$ cat config.mk
export PLATFORM = sky130hd
export DESIGN_NAME = rotary_encoder_volume_control_flat
export DESIGN_NICKNAME = d
export VERILOG_FILES = /design/src/rtl/rev_pkg.sv /design/src/rtl/rev_chan_if.sv /design/src/rtl/rotary_encoder_volume_control.sv /design/src/flat_wrapper.sv
export SDC_FILE = /design/constraint.sdc
export NUM_CORES = 1
export LEC_CHECK = 0
export BUFFER_PORTS_ARGS = -buffer_cell sky130_fd_sc_hd__buf_2
export CAP_MARGIN = 10
export CORE_MARGIN = 2
export CORE_UTILIZATION = 50
export CTS_CLUSTER_DIAMETER = 120
export DETAILED_ROUTE_END_ITERATION = 16
export PLACE_DENSITY = 0.78
export SYNTH_ARGS = -nofsm -noshare
export SYNTH_HDL_FRONTEND = slang
export SYNTH_SLANG_ARGS = --single-unit
export TNS_END_PERCENT = 30
$ cat constraint.sdc
create_clock -name clock -period 9.35 [get_ports clock]
set_input_delay 0.935 -clock clock [delete_from_list [all_inputs] [get_ports clock]]
set_output_delay 0.935 -clock clock [all_outputs]
set_load 0.05 [all_outputs]
$ cat src/rtl/rev_pkg.sv
// Shared types and constants for the rotary encoder volume control.
// Holds the request/response word layouts, rotation codes and CSR indexes.
// No dependencies.
package rev_pkg;

   localparam int VOLUME_WIDTH    = 8;
   localparam int MODE_WIDTH      = 3;
   localparam int MASK_WIDTH      = 4;
   localparam int OUT_CHANNELS    = 4;
   localparam int CSR_INDEX_WIDTH = 1;
   localparam int CSR_DATA_WIDTH  = 8;

   localparam int DEFAULT_CHANNELS = 4;

   localparam logic [VOLUME_WIDTH-1:0] MAX_VOLUME_RESET = 8'd255;
   localparam logic [VOLUME_WIDTH-1:0] STEP_SIZE_RESET  = 8'd5;

   localparam logic [CSR_INDEX_WIDTH-1:0] CSR_MAX_VOLUME = 1'd0;
   localparam logic [CSR_INDEX_WIDTH-1:0] CSR_STEP_SIZE  = 1'd1;

   typedef enum logic [1:0] {
      ROT_NONE = 2'd0,
      ROT_UP   = 2'd1,
      ROT_DOWN = 2'd2
   } rotation_type;

   typedef struct packed {
      logic pin_a;
      logic pin_b;
      logic key_n;
   } req_type;

   typedef struct packed {
      rotation_type            rotation;
      logic [MODE_WIDTH-1:0]   mode;
      logic [VOLUME_WIDTH-1:0] volume_ch0;
      logic [VOLUME_WIDTH-1:0] volume_ch1;
      logic [VOLUME_WIDTH-1:0] volume_ch2;
      logic [VOLUME_WIDTH-1:0] volume_ch3;
      logic [MASK_WIDTH-1:0]   write_mask;
   } rsp_type;

endpackage

$ cat src/rtl/rev_chan_if.sv
// Valid/ready channel carrying one word per handshake.
// Word type is a parameter; used with rev_pkg request and response types.
interface rev_chan_if #(parameter type word_type = logic);
   logic     valid;
   logic     ready;
   word_type payload;

   modport source (output valid, output payload, input ready);
   modport sink (input valid, input payload, output ready);
endinterface

$ cat src/rtl/rotary_encoder_volume_control.sv
// Rotary encoder volume control: quadrature detent decoder, mode key and
// saturating per-channel volume registers. Depends on rev_pkg and rev_chan_if.
//
// Usage:
//   req_chan carries one sample word per encoder tick (pin_a, pin_b, key_n).
//   rsp_chan returns exactly one word per sample: detected rotation, mode
//   after the tick, all four channel volumes and the mask of written channels.
//   csr_* writes max_volume (index 0) and step_size (index 1); write only
//   while no sample is in flight.
// Timing:
//   A sample is captured in an input register, evaluated against the decoder
//   state by one saturating add/compare, and lands in the output register,
//   which drives rsp_chan.valid.
//   Throughput is 1 word per cycle while rsp_chan.ready is high; the two
//   registers let a new sample enter while a finished word waits on the output.
// Reset:
//   Synchronous reset empties both stages, clears the decoder and mode,
//   zeroes all volumes and loads max_volume 255 and step_size 5.
// Stall:
//   With rsp_chan.ready low the output word holds; one more sample is taken
//   into the input register, after which req_chan.ready drops.
module rotary_encoder_volume_control #(
   parameter int CHANNELS = rev_pkg::DEFAULT_CHANNELS
) (
   input  logic                                 clock,
   input  logic                                 reset,
   rev_chan_if.sink                             req_chan,
   rev_chan_if.source                           rsp_chan,
   input  logic                                 csr_write_enable,
   input  logic [rev_pkg::CSR_INDEX_WIDTH-1:0]  csr_index,
   input  logic [rev_pkg::CSR_DATA_WIDTH-1:0]   csr_data
);
   import rev_pkg::*;

   localparam int ModeBits = $clog2(CHANNELS + 1);

   logic                    in_valid_ff;
   req_type                 in_word_ff;
   logic                    out_valid_ff;
   rsp_type                 out_word_ff;
   rsp_type                 out_word_in;

   logic                    prev_a_ff, prev_a_in;
   logic                    prev_b_ff, prev_b_in;
   logic                    armed_ff, armed_in;
   logic                    key_prev_ff;
   logic [ModeBits-1:0]     mode_ff, mode_in;
   logic [VOLUME_WIDTH-1:0] volume_ff [CHANNELS];
   logic [VOLUME_WIDTH-1:0] volume_in [CHANNELS];
   logic [VOLUME_WIDTH-1:0] max_volume_ff;
   logic [VOLUME_WIDTH-1:0] step_size_ff;

   rotation_type            rotation;
   logic [MASK_WIDTH-1:0]   write_mask;
   logic [VOLUME_WIDTH-1:0] out_volume [OUT_CHANNELS];
   logic                    advance;
   logic                    fire;

   assign advance        = !out_valid_ff || rsp_chan.ready;
   assign fire           = in_valid_ff && advance;
   assign req_chan.ready = !in_valid_ff || advance;
   assign rsp_chan.valid = out_valid_ff;
   assign rsp_chan.payload = out_word_ff;

   always_comb begin
      logic [VOLUME_WIDTH:0] sum;
      logic                  key;
      logic                  a;
      logic                  b;
      key       = in_word_ff.key_n;
      a         = in_word_ff.pin_a;
      b         = in_word_ff.pin_b;
      prev_a_in = prev_a_ff;
      prev_b_in = prev_b_ff;
      armed_in  = armed_ff;
      mode_in   = mode_ff;
      rotation  = ROT_NONE;
      write_mask = '0;
      for (int k = 0; k < CHANNELS; k++) begin
         volume_in[k] = volume_ff[k];
      end
      if (key) begin
         if (!key_prev_ff) begin
            mode_in = (mode_ff >= ModeBits'(CHANNELS)) ? '0 : mode_ff + 1'b1;
         end
         if (a && b) begin
            armed_in = 1'b1;
         end
         if (armed_in && !a && !b) begin
            if (prev_a_ff) begin
               rotation = ROT_UP;
               armed_in = 1'b0;
            end else if (prev_b_ff) begin
               rotation = ROT_DOWN;
               armed_in = 1'b0;
            end
         end
         prev_a_in = a;
         prev_b_in = b;
      end
      for (int k = 0; k < CHANNELS; k++) begin
         sum = {1'b0, volume_ff[k]} + {1'b0, step_size_ff};
         if (rotation != ROT_NONE && (mode_in == '0 || mode_in == ModeBits'(k + 1))) begin
            if (rotation == ROT_UP) begin
               volume_in[k] = (sum > {1'b0, max_volume_ff}) ? max_volume_ff
                                                            : sum[VOLUME_WIDTH-1:0];
            end else begin
               volume_in[k] = (volume_ff[k] >= step_size_ff) ? volume_ff[k] - step_size_ff
                                                             : '0;
            end
            if (k < MASK_WIDTH) begin
               write_mask[k] = 1'b1;
            end
         end
      end
      for (int k = 0; k < OUT_CHANNELS; k++) begin
         out_volume[k] = '0;
         if (k < CHANNELS) begin
            out_volume[k] = volume_in[k];
         end
      end
      out_word_in.rotation   = rotation;
      out_word_in.mode       = MODE_WIDTH'(mode_in);
      out_word_in.volume_ch0 = out_volume[0];
      out_word_in.volume_ch1 = out_volume[1];
      out_word_in.volume_ch2 = out_volume[2];
      out_word_in.volume_ch3 = out_volume[3];
      out_word_in.write_mask = write_mask;
   end

   always_ff @(posedge clock) begin
      if (reset) begin
         in_valid_ff   <= 1'b0;
         out_valid_ff  <= 1'b0;
         prev_a_ff     <= 1'b0;
         prev_b_ff     <= 1'b0;
         armed_ff      <= 1'b0;
         key_prev_ff   <= 1'b1;
         mode_ff       <= '0;
         max_volume_ff <= MAX_VOLUME_RESET;
         step_size_ff  <= STEP_SIZE_RESET;
         for (int k = 0; k < CHANNELS; k++) begin
            volume_ff[k] <= '0;
         end
      end else begin
         if (req_chan.ready) begin
            in_valid_ff <= req_chan.valid;
         end
         if (advance) begin
            out_valid_ff <= in_valid_ff;
         end
         if (fire) begin
            prev_a_ff   <= prev_a_in;
            prev_b_ff   <= prev_b_in;
            armed_ff    <= armed_in;
            key_prev_ff <= in_word_ff.key_n;
            mode_ff     <= mode_in;
            for (int k = 0; k < CHANNELS; k++) begin
               volume_ff[k] <= volume_in[k];
            end
         end
         if (csr_write_enable) begin
            case (csr_index)
               CSR_MAX_VOLUME: max_volume_ff <= csr_data;
               CSR_STEP_SIZE:  step_size_ff  <= csr_data;
               default: ;
            endcase
         end
      end
   end

   always_ff @(posedge clock) begin
      if (req_chan.ready && req_chan.valid) begin
         in_word_ff <= req_chan.payload;
      end
      if (fire) begin
         out_word_ff <= out_word_in;
      end
   end

endmodule

$ cat src/flat_wrapper.sv
// flat-port wrapper written by rule: the top's interface ports become plain ports
module rotary_encoder_volume_control_flat import rev_pkg::*;
#(
   parameter int CHANNELS = rev_pkg::DEFAULT_CHANNELS
)
  (clock, reset, csr_write_enable, csr_index, csr_data, req_chan_valid, req_chan_payload, req_chan_ready, rsp_chan_valid, rsp_chan_payload, rsp_chan_ready);
  rev_chan_if #(.word_type(req_type)) req_chan_i ();
  rev_chan_if #(.word_type(rsp_type)) rsp_chan_i ();
  input  logic clock;
  input  logic reset;
  input  logic csr_write_enable;
  input  logic [rev_pkg::CSR_INDEX_WIDTH-1:0] csr_index;
  input  logic [rev_pkg::CSR_DATA_WIDTH-1:0] csr_data;
  input wire logic [$bits(req_chan_i.valid)-1:0] req_chan_valid;
  input wire logic [$bits(req_chan_i.payload)-1:0] req_chan_payload;
  output wire logic [$bits(req_chan_i.ready)-1:0] req_chan_ready;
  output wire logic [$bits(rsp_chan_i.valid)-1:0] rsp_chan_valid;
  output wire logic [$bits(rsp_chan_i.payload)-1:0] rsp_chan_payload;
  input wire logic [$bits(rsp_chan_i.ready)-1:0] rsp_chan_ready;
  assign req_chan_i.valid = req_chan_valid;
  assign req_chan_i.payload = req_chan_payload;
  assign req_chan_ready = req_chan_i.ready;
  assign rsp_chan_valid = rsp_chan_i.valid;
  assign rsp_chan_payload = rsp_chan_i.payload;
  assign rsp_chan_i.ready = rsp_chan_ready;
  rotary_encoder_volume_control #(.CHANNELS(CHANNELS)) u_core (.clock(clock), .reset(reset), .req_chan(req_chan_i), .rsp_chan(rsp_chan_i), .csr_write_enable(csr_write_enable), .csr_index(csr_index), .csr_data(csr_data));
endmodule
Word-level counts from Yosys, hierarchy flattened

Memory sizes are Yosys's and may differ from the RTL's.
Cells that the tools add are included.

Add/sub/neg operators: 9
Magnitude comparators: 9
Equality and inequality tests: 5
Muxes and demuxes: 41
Bitwise gates (word level): 5
Reductions and logical operators: 24

Operators by type and width:

| kind                  | number |
|---|---|
| $mux W8               | 20 |
| $add A8 B8 Y9         | 4 |
| $gt A9 B8 Y1          | 4 |
| $ge A8 B8 Y1          | 4 |
| $sub A8 B8 Y8         | 4 |
| $mux W1               | 14 |
| $logic_and A1 B1 Y1   | 9 |
| $mux W3               | 3 |
| $mux W2               | 4 |
| $eq A3 B2 Y1 const B  | 2 |
| $logic_or A1 B1 Y1    | 6 |
| $reduce_and A2 Y1     | 3 |
| $logic_not A1 Y1      | 4 |
| $or A1 B1 Y1          | 4 |
| $add A3 B1 Y3 const B | 1 |
| $eq A3 B1 Y1 const B  | 1 |
| $eq A3 B3 Y1 const B  | 1 |
| $ge A3 B3 Y1 const B  | 1 |
| $logic_not A3 Y1      | 1 |
| $eq A2 B1 Y1 const B  | 1 |
| $reduce_bool A2 Y1    | 1 |
| $not A1 Y1            | 1 |

Register bits: 69
Memory bits (writable): 32
Input port bits: 17
Output and inout port bits: 43
Logic and storage cells: 113
Memories: 1

Memory list:

| name             | words | width | read ports | clocked after memory_dff | write ports | RTL line                            | source |
|---|---|---|---|---|---|---|---|
| u_core.volume_ff | 4     | 8     | 4          | 0                        | 4           | rotary_encoder_volume_control.sv:48 | `logic [VOLUME_WIDTH-1:0] volume_ff [CHANNELS];` |

Longest topological paths before layout

Gate-level depths: netlist of run 1.

Depth after elaboration: 11
Gate-level depth with buffers: 17

Least setup slack after synthesis of run 1

OpenSTA, ideal clock, no wires.

Kind: flip-flop to flip-flop
Start point: reg u_core.step_size_ff[1]
End point: mem u_core.volume_ff[0][4] (data pin)
Setup time: 268 ps
Arrival time: 4,077 ps
Required time: 9,082 ps
Setup slack: 5,005 ps
Stages on the path, launching flop included: 16
Path buffers: 0
Path through: dfxtp_1 -> inv_1 -> ha_1 -> nand2b_1 -> a2111oi_0 -> or4_1 -> a31oi_1 -> xor2_1 -> ha_1 -> a211oi_2 -> nand2_1 -> or3_4 -> a211oi_4 -> mux2_2 -> a21oi_1 -> nor3_1

RTL lines:

| element                | RTL line                             | source |
|---|---|---|
| from (decl)            | rotary_encoder_volume_control.sv:51  | `logic [VOLUME_WIDTH-1:0] step_size_ff;` |
| from (signal assigned) | rotary_encoder_volume_control.sv:165 | `CSR_STEP_SIZE: step_size_ff <= csr_data;` |
| to (decl)              | rotary_encoder_volume_control.sv:48  |  |

==> results of run 1 <==
worst max path at each step:
stage                     cells after the start                                 from  slack, ns                              endpoint
final                                        15  u_core.step_size_ff[1]$_SDFFE_PP0P_       4.22  u_core.volume_ff[0][4]$_SDFFCE_PN0P_
after CTS                                    15  u_core.step_size_ff[1]$_SDFFE_PP0P_       4.27  u_core.volume_ff[0][4]$_SDFFCE_PN0P_
after floorplan                              15  u_core.step_size_ff[1]$_SDFFE_PP0P_       5.00  u_core.volume_ff[0][4]$_SDFFCE_PN0P_
after global placement                       15  u_core.step_size_ff[1]$_SDFFE_PP0P_       4.40  u_core.volume_ff[0][4]$_SDFFCE_PN0P_
after global routing                         15  u_core.step_size_ff[1]$_SDFFE_PP0P_       3.82  u_core.volume_ff[0][4]$_SDFFCE_PN0P_
after detailed placement                     15  u_core.step_size_ff[1]$_SDFFE_PP0P_       4.28  u_core.volume_ff[0][4]$_SDFFCE_PN0P_
kinds of logic (layout without fill, tap and decap cells):
logic type      after synthesis  after routing
compound gates              229            229
fa+ha+maj                   106            106
simple gates                281            281
xor+xnor                     41             41
mux                          20             20
flops                       101            101
other cells                   0              1
buf+inv                      95            139
power by group through the flow:
stage	logic [mW]	registers [mW]	clock network [mW]
final	0.375	0.536	0.406
after global routing	0.411	0.538	0.427
after CTS	0.369	0.535	0.414
after detailed placement	0.366	0.545	0
after global placement	0.364	0.545	0
after floorplan	0.253	0.567	0
tightest hold or removal path: stages (launching register included):
cell     delay (ns)
dfxtp_1        0.32
nand2_1        0.05
a21oi_1        0.06
metrics by stage:
stage | util (%) | hold slack, ns | setup slack [ns] | cells | power [mW]
detailed placement | 53.9 | 0.459 | 4.28 | 1117 | 0.912
global route | 55.9 | 0.492 | 3.82 | 1133 | 1.38
finish | 55.9 | 0.474 | 4.22 | 1134 | 1.32
global placement | 53.9 | 0.456 | 4.40 | 1117 | 0.908
CTS | 55.9 | 0.470 | 4.27 | 1133 | 1.32
floorplan | - | 0.444 | 5.00 | 873 | 0.820
cells in the final DEF (no fill, tap or decap), types with 9 or more instances in the layout:
cell        n
inv_1      56
nand2_1    48
nor3_1     28
mux2i_1    16
clkbuf_16   9
nand4_1    10
a31oi_1     9
a211oi_1   10
a21oi_1    60
dfxtp_1    25
edfxtp_1   76
buf_2      59
ha_1       98
nand3_1    25
xnor2_1    28
o21a_1     12
nor2b_1    16
and2_1     15
xor2_1     13
nor2_1     88
nand2b_1   20
o21ai_0    36
state kept, by name, summed over array words and instances, names as in the netlist:
register,cells
u_core.rsp_chan.payload,41
u_core.volume_ff,32
u_core.max_volume_ff,8
u_core.step_size_ff,8
u_core.in_word_ff,3
u_core.mode_ff,3
u_core.armed_ff,1
u_core.in_valid_ff,1
u_core.key_prev_ff,1
u_core.prev_a_ff,1
u_core.prev_b_ff,1
u_core.rsp_chan.valid,1
final cells by class:
type,instances,area [um^2]
fill,1404,6980
multi-input combinational,677,4920
sequential,101,2780
timing repair buffer,63,325
tap,216,270
clock buffer,10,229
inverter,60,225
clock inverter,6,85.1
antenna,1,2.50
metal layers:
| metal | wire [um] | track usage, % | vias to the layer above | part of all wire, % |
|---|---|---|---|---|
| li1 | - | - | 3280 | - |
| met1 | 9730 | 35.0 | 3241 | 43 |
| met2 | 10200 | 41.2 | 315 | 45 |
| met3 | 1790 | 4.24 | 56 | 7.9 |
| met4 | 798 | 12.1 | 0 | 3.5 |
| met5 | 0 | 0 | - | 0 |
==> results.yml, run 1 <==
status:
  status: "finished, final reports clean"
logic_synthesis:
  yosys.area.top_type: "edfxtp_1"
  synth_fa_ha_area_share_pct: 17.2
  syn_inst: 873
  synth-seq-area-share_pct: 34.4
  syn_avg_cell_area_um2: 9.25
  synth_common_cells: "ha_1, nor2_1, edfxtp_1"
  synth_seq_cells: 101
  ys_top_cells_by_area: "edfxtp_1, ha_1, dfxtp_1, nor2_1, a21oi_1"
  mappedNetlistArea_um2: 8080
  synthXorXnorAreaFrac_pct: 4.45
  synth_mux_area_share_pct: 2.54
  synth_nets: 996
  synth_compound_area_share_pct: 19.6
  yosys.area_share.simple_pct: 17.2
  synth_top_family_by_area: "compound AO/OA/AOI/OAI gates"
  yosys.cell_count.top_type: "ha_1"
  yosysWarningCount: 0
  synth_ff_type: "edfxtp_1"
  async_reset_ff_share_pct: 0
  synth_top_area_share_pct: 28.3
  synth_cell_types: 70
  synth_edf_count: 76
clock_network:
  cts_made_buffers: 9
  cts_buffer_depth: 2
  cts_tree: "yes"
  h-tree-depth: 3
  clkTransAtPathRegs_ns: 0.07
  clock-sinks: 101
  ctsResizeCount: 0
  ctsHoldBuffers: 0
  root_buffer: "clkbuf_16"
  cts_setup_buffers: 0
  clk_latency_ns: 0.36
global_routing:
  antenna_found_initial: 2
  grt_overflow_total: 0
  grt.total_usage_pct: 26.0
  grt_max_degree: 52
  grt_pass1_wl_um: 34900
  first_global_vias: 6451
route:
  wire_per_inst_um: 19.8
  routed_via_density: 6.08
  drc: 0
  dr.pass1.iters: 5
  vias: 6892
  ant_nets: 0
  routed_wl_um: 22500
  drt-initial-drc-count: 691
timing:
  setup_viol: 0
  worst_pin_slew_ns: 1.22
  hold_viol: 0
  rsz0062_at_grt: "false"
  slew_headroom_pct: 18.7
  fin_crit_sh_pct: 54.9
  max_freq_ghz: 0.195
  clock_skew_ns: 0.00774
  layout_min_cycle_time_ns: 5.13
  tns_ns: 0
  slew_violations: 0
die:
  ios: 60
  die-area_um2: 17200
  coreArea_um2: 15800
  initial_utilization_pct: 51.0
  die_x_um: 131
  dieHeight_um: 131
  num_rows: 46
hold_path:
  hold_end: "u_core.prev_b_ff$_SDFFE_PP0P_"
  worstHoldStart: "u_core.prev_b_ff$_SDFFE_PP0P_"
  hold_class: "flop to flop"
  hold_depth: 2
worst_setup_path:
  cp_slowest_stage_delay_ns: 0.69
  crit_path_frequent_cell: "ha_1"
  critPathKind: "flop to flop"
  reg2reg_to: "u_core.volume_ff[0][4]$_SDFFCE_PN0P_"
  crit_buf_inv: 1
  worst_ep_required_time_ns: 9.42
  r2r_cells: 15
  crit_slowest_cell: "dfxtp_1"
  r2r_slack_ns: 4.22
  end_kind: "flop"
  critical_path.top_delay_family: "compound AO/OA/AOI/OAI gates"
  cp_max_fo: 10
  cp.arrival_ns: 5.21
  crit_path_start_kind: "flop"
  path_cells: "inv_1 > ha_1 > nand2b_1 > a2111oi_0 > or4_1 > a31oi_1 > xor2_1 > ha_1 > a211oi_2 > nand2_1 > or3_4 > a211oi_4 > mux2_2 > a21oi_1 > nor3_1"
  r2r_start: "u_core.step_size_ff[1]$_SDFFE_PP0P_"
placement:
  hpwl_um: 16200
  place_area_um2: 8530
  portBuffers: 59
  place_congestion: 0.949
power:
  seqPwrFrac_pct: 40.7
  clkPwrFrac_pct: 30.8
  comb_power_share_pct: 28.5
  ir_drop_v: 0.0000979
  p_switching_mw: 0.434
  p_leak_nw: 3.82
  switching_share_pct: 32.9
  internal_power_mw: 0.883
  p_per_area_nw_per_um2: 149
finish:
  drive_gt1_share_pct: 10.7
  finish.net_count: 1035
  fin_area_um2: 8840
  syn2layout_area_growth_pct: 9.50
run:
  cap_violations: 0
No activity file was read; power rests on OpenSTA's default activity.
==> run 2: changes to the inputs <==
==> constraint.sdc (replaced) <==
create_clock -name clock -period 5.4 [get_ports clock]
set_input_delay 0.54 -clock clock [delete_from_list [all_inputs] [get_ports clock]]
set_output_delay 0.54 -clock clock [all_outputs]
set_load 0.05 [all_outputs]
==> results.yml, run 2 (synthesis results as in run 1) <==
route:
  wire_per_inst_um: 20.1
  dr.pass1.iters: 9
  wl_met2_um: 10200
  routed_via_density: 6.13
  drt-met1-wl_um: 9920
  drt-initial-drc-count: 650
  vias: 6980
  drc: 0
  routed_wl_um: 22800
  routed.top_layer: "met4"
  ant_nets: 0
  wl_met3_um: 1800
global_routing:
  grt.total_usage_pct: 26.8
  grt_pass1_wl_um: 36000
  first_global_vias: 6589
  grt_max_degree: 52
  grt_overflow_total: 0
  antenna_found_initial: 0
status:
  status: "finished, final reports clean"
die:
  initial_utilization_pct: 51.0
  coreArea_um2: 15800
  dieHeight_um: 131
  die_x_um: 131
  die-area_um2: 17200
  num_rows: 46
  ios: 60
clock_network:
  cts_tree: "yes"
  cts_made_buffers: 9
  clock-sinks: 101
  cts_buffer_depth: 2
  clk_latency_ns: 0.37
  h-tree-depth: 3
  cts_setup_buffers: 0
  ctsResizeCount: 0
  ctsHoldBuffers: 0
  clkTransAtPathRegs_ns: 0.07
  root_buffer: "clkbuf_16"
placement:
  hpwl_um: 16400
  portBuffers: 59
  dp_slack_ns: 0.928
  place_congestion: 1.02
timing:
  max_freq_ghz: 0.217
  rsz0062_at_grt: "false"
  fin_crit_sh_pct: 85.3
  slew_violations: 0
  hold_viol: 0
  slew_headroom_pct: 23.1
  fin_ws_ns: 0.795
  setup_viol: 0
  worst_pin_slew_ns: 1.15
  clock_skew_ns: 0.0102
  layout_min_cycle_time_ns: 4.61
  tns_ns: 0
  fin_hold_ws_ns: 0.345
worst_setup_path:
  reg2reg_to: "u_core.volume_ff[0][4]$_SDFFCE_PN0P_"
  end_kind: "flop"
  crit_path_start_kind: "flop"
  critPathKind: "flop to flop"
  worst_ep_required_time_ns: 5.48
  cp.arrival_ns: 4.68
  crit_start: "u_core.step_size_ff[2]$_SDFFE_PP1P_"
  cp_max_fo: 10
  r2r_slack_ns: 0.79
  cp-endpoint: "u_core.volume_ff[0][4]$_SDFFCE_PN0P_"
  r2r_start: "u_core.step_size_ff[2]$_SDFFE_PP1P_"
  r2r_cells: 14
finish:
  finish.net_count: 1041
  utilization_pct: 56.0
  final_common_cell: "ha_1"
  drive_gt1_share_pct: 11.3
  layout_common_cells: "ha_1, nor2_1, edfxtp_1, a21oi_1, buf_2"
  fillers: 1414
  syn2layout_area_growth_pct: 9.74
  diodes: 0
  seqCellArea_um2: 2780
  largest_reg_flops: 41
  multi_input_area_um2: 4920
hold_path:
  hold_class: "input port to flop"
run:
  cap_violations: 0
power:
  ir_drop_v: 0.000191
  p_per_area_nw_per_um2: 254
  p_leak_nw: 3.84
  p_total_mw: 2.25
run 2: changes by cell type in the layout (fill, tap and decap cells not counted), sizes merged:
cell / before / now
buf: 63 / 69
bufinv: 2 / 1
clkbuf: 10 / 9
clkinv: 5 / 7
clkinvlp: 1 / 2
diode: 1 / 0
inv: 58 / 57
run 2: stage by stage:
step                      cell area [um^2]  instances
after global placement                8570       1123
after CTS                             8860       1139
after floorplan                       8080        873
final                                 8860       1139
after detailed placement              8570       1123
after global routing                  8860       1139
run 2: how the worst min path moves through the flow:
stage	slack [ns]	endpoint	startpoint	cells past startpoint
global route	0.34	u_core.in_word_ff[1]$_DFFE_PP_	req_chan_payload[1]	1
floorplan	0.44	u_core.prev_b_ff$_SDFFE_PP0P_	u_core.prev_b_ff$_SDFFE_PP0P_	2
global placement	0.46	u_core.prev_b_ff$_SDFFE_PP0P_	u_core.prev_b_ff$_SDFFE_PP0P_	2
CTS	0.34	u_core.in_word_ff[2]$_DFFE_PP_	req_chan_payload[2]	1
detailed placement	0.48	u_core.prev_b_ff$_SDFFE_PP0P_	u_core.prev_b_ff$_SDFFE_PP0P_	2
finish	0.35	u_core.in_word_ff[1]$_DFFE_PP_	req_chan_payload[1]	1
run 2: cell type report:
cell class | instances | area share (%)
timing repair buffer | 69 | 4.18
tap | 216 | 3.05
sequential | 101 | 31.4
inverter | 60 | 2.54
clock buffer | 9 | 2.54
multi-input combinational | 677 | 55.6
clock inverter | 7 | 0.748
run 2: where the power goes:
part	total, mW	internal [mW]	switching, mW
Sequential	0.925	0.882	0.0435
Combinational	0.658	0.244	0.414
Clock	0.665	0.356	0.308
Total	2.25	1.48	0.765
run 2: critical path: stages (launching register included):
cell,delay [ns]
dfxtp_1,0.47
inv_1,0.20
ha_1,0.47
a2111oi_0,0.61
or4_1,0.20
a31oi_1,0.10
xor2_1,0.19
ha_1,0.23
a211oi_2,0.19
nand2_1,0.07
or3_4,0.37
a211oi_4,0.56
mux2_2,0.40
a21oi_1,0.18
nor3_1,0.07
run 2: layer usage:
layer,global-route usage [%],vias up
li1,-,3292
met1,36.1,3304
met2,42.2,316
met3,4.13,68
met4,13.2,0
met5,0,-
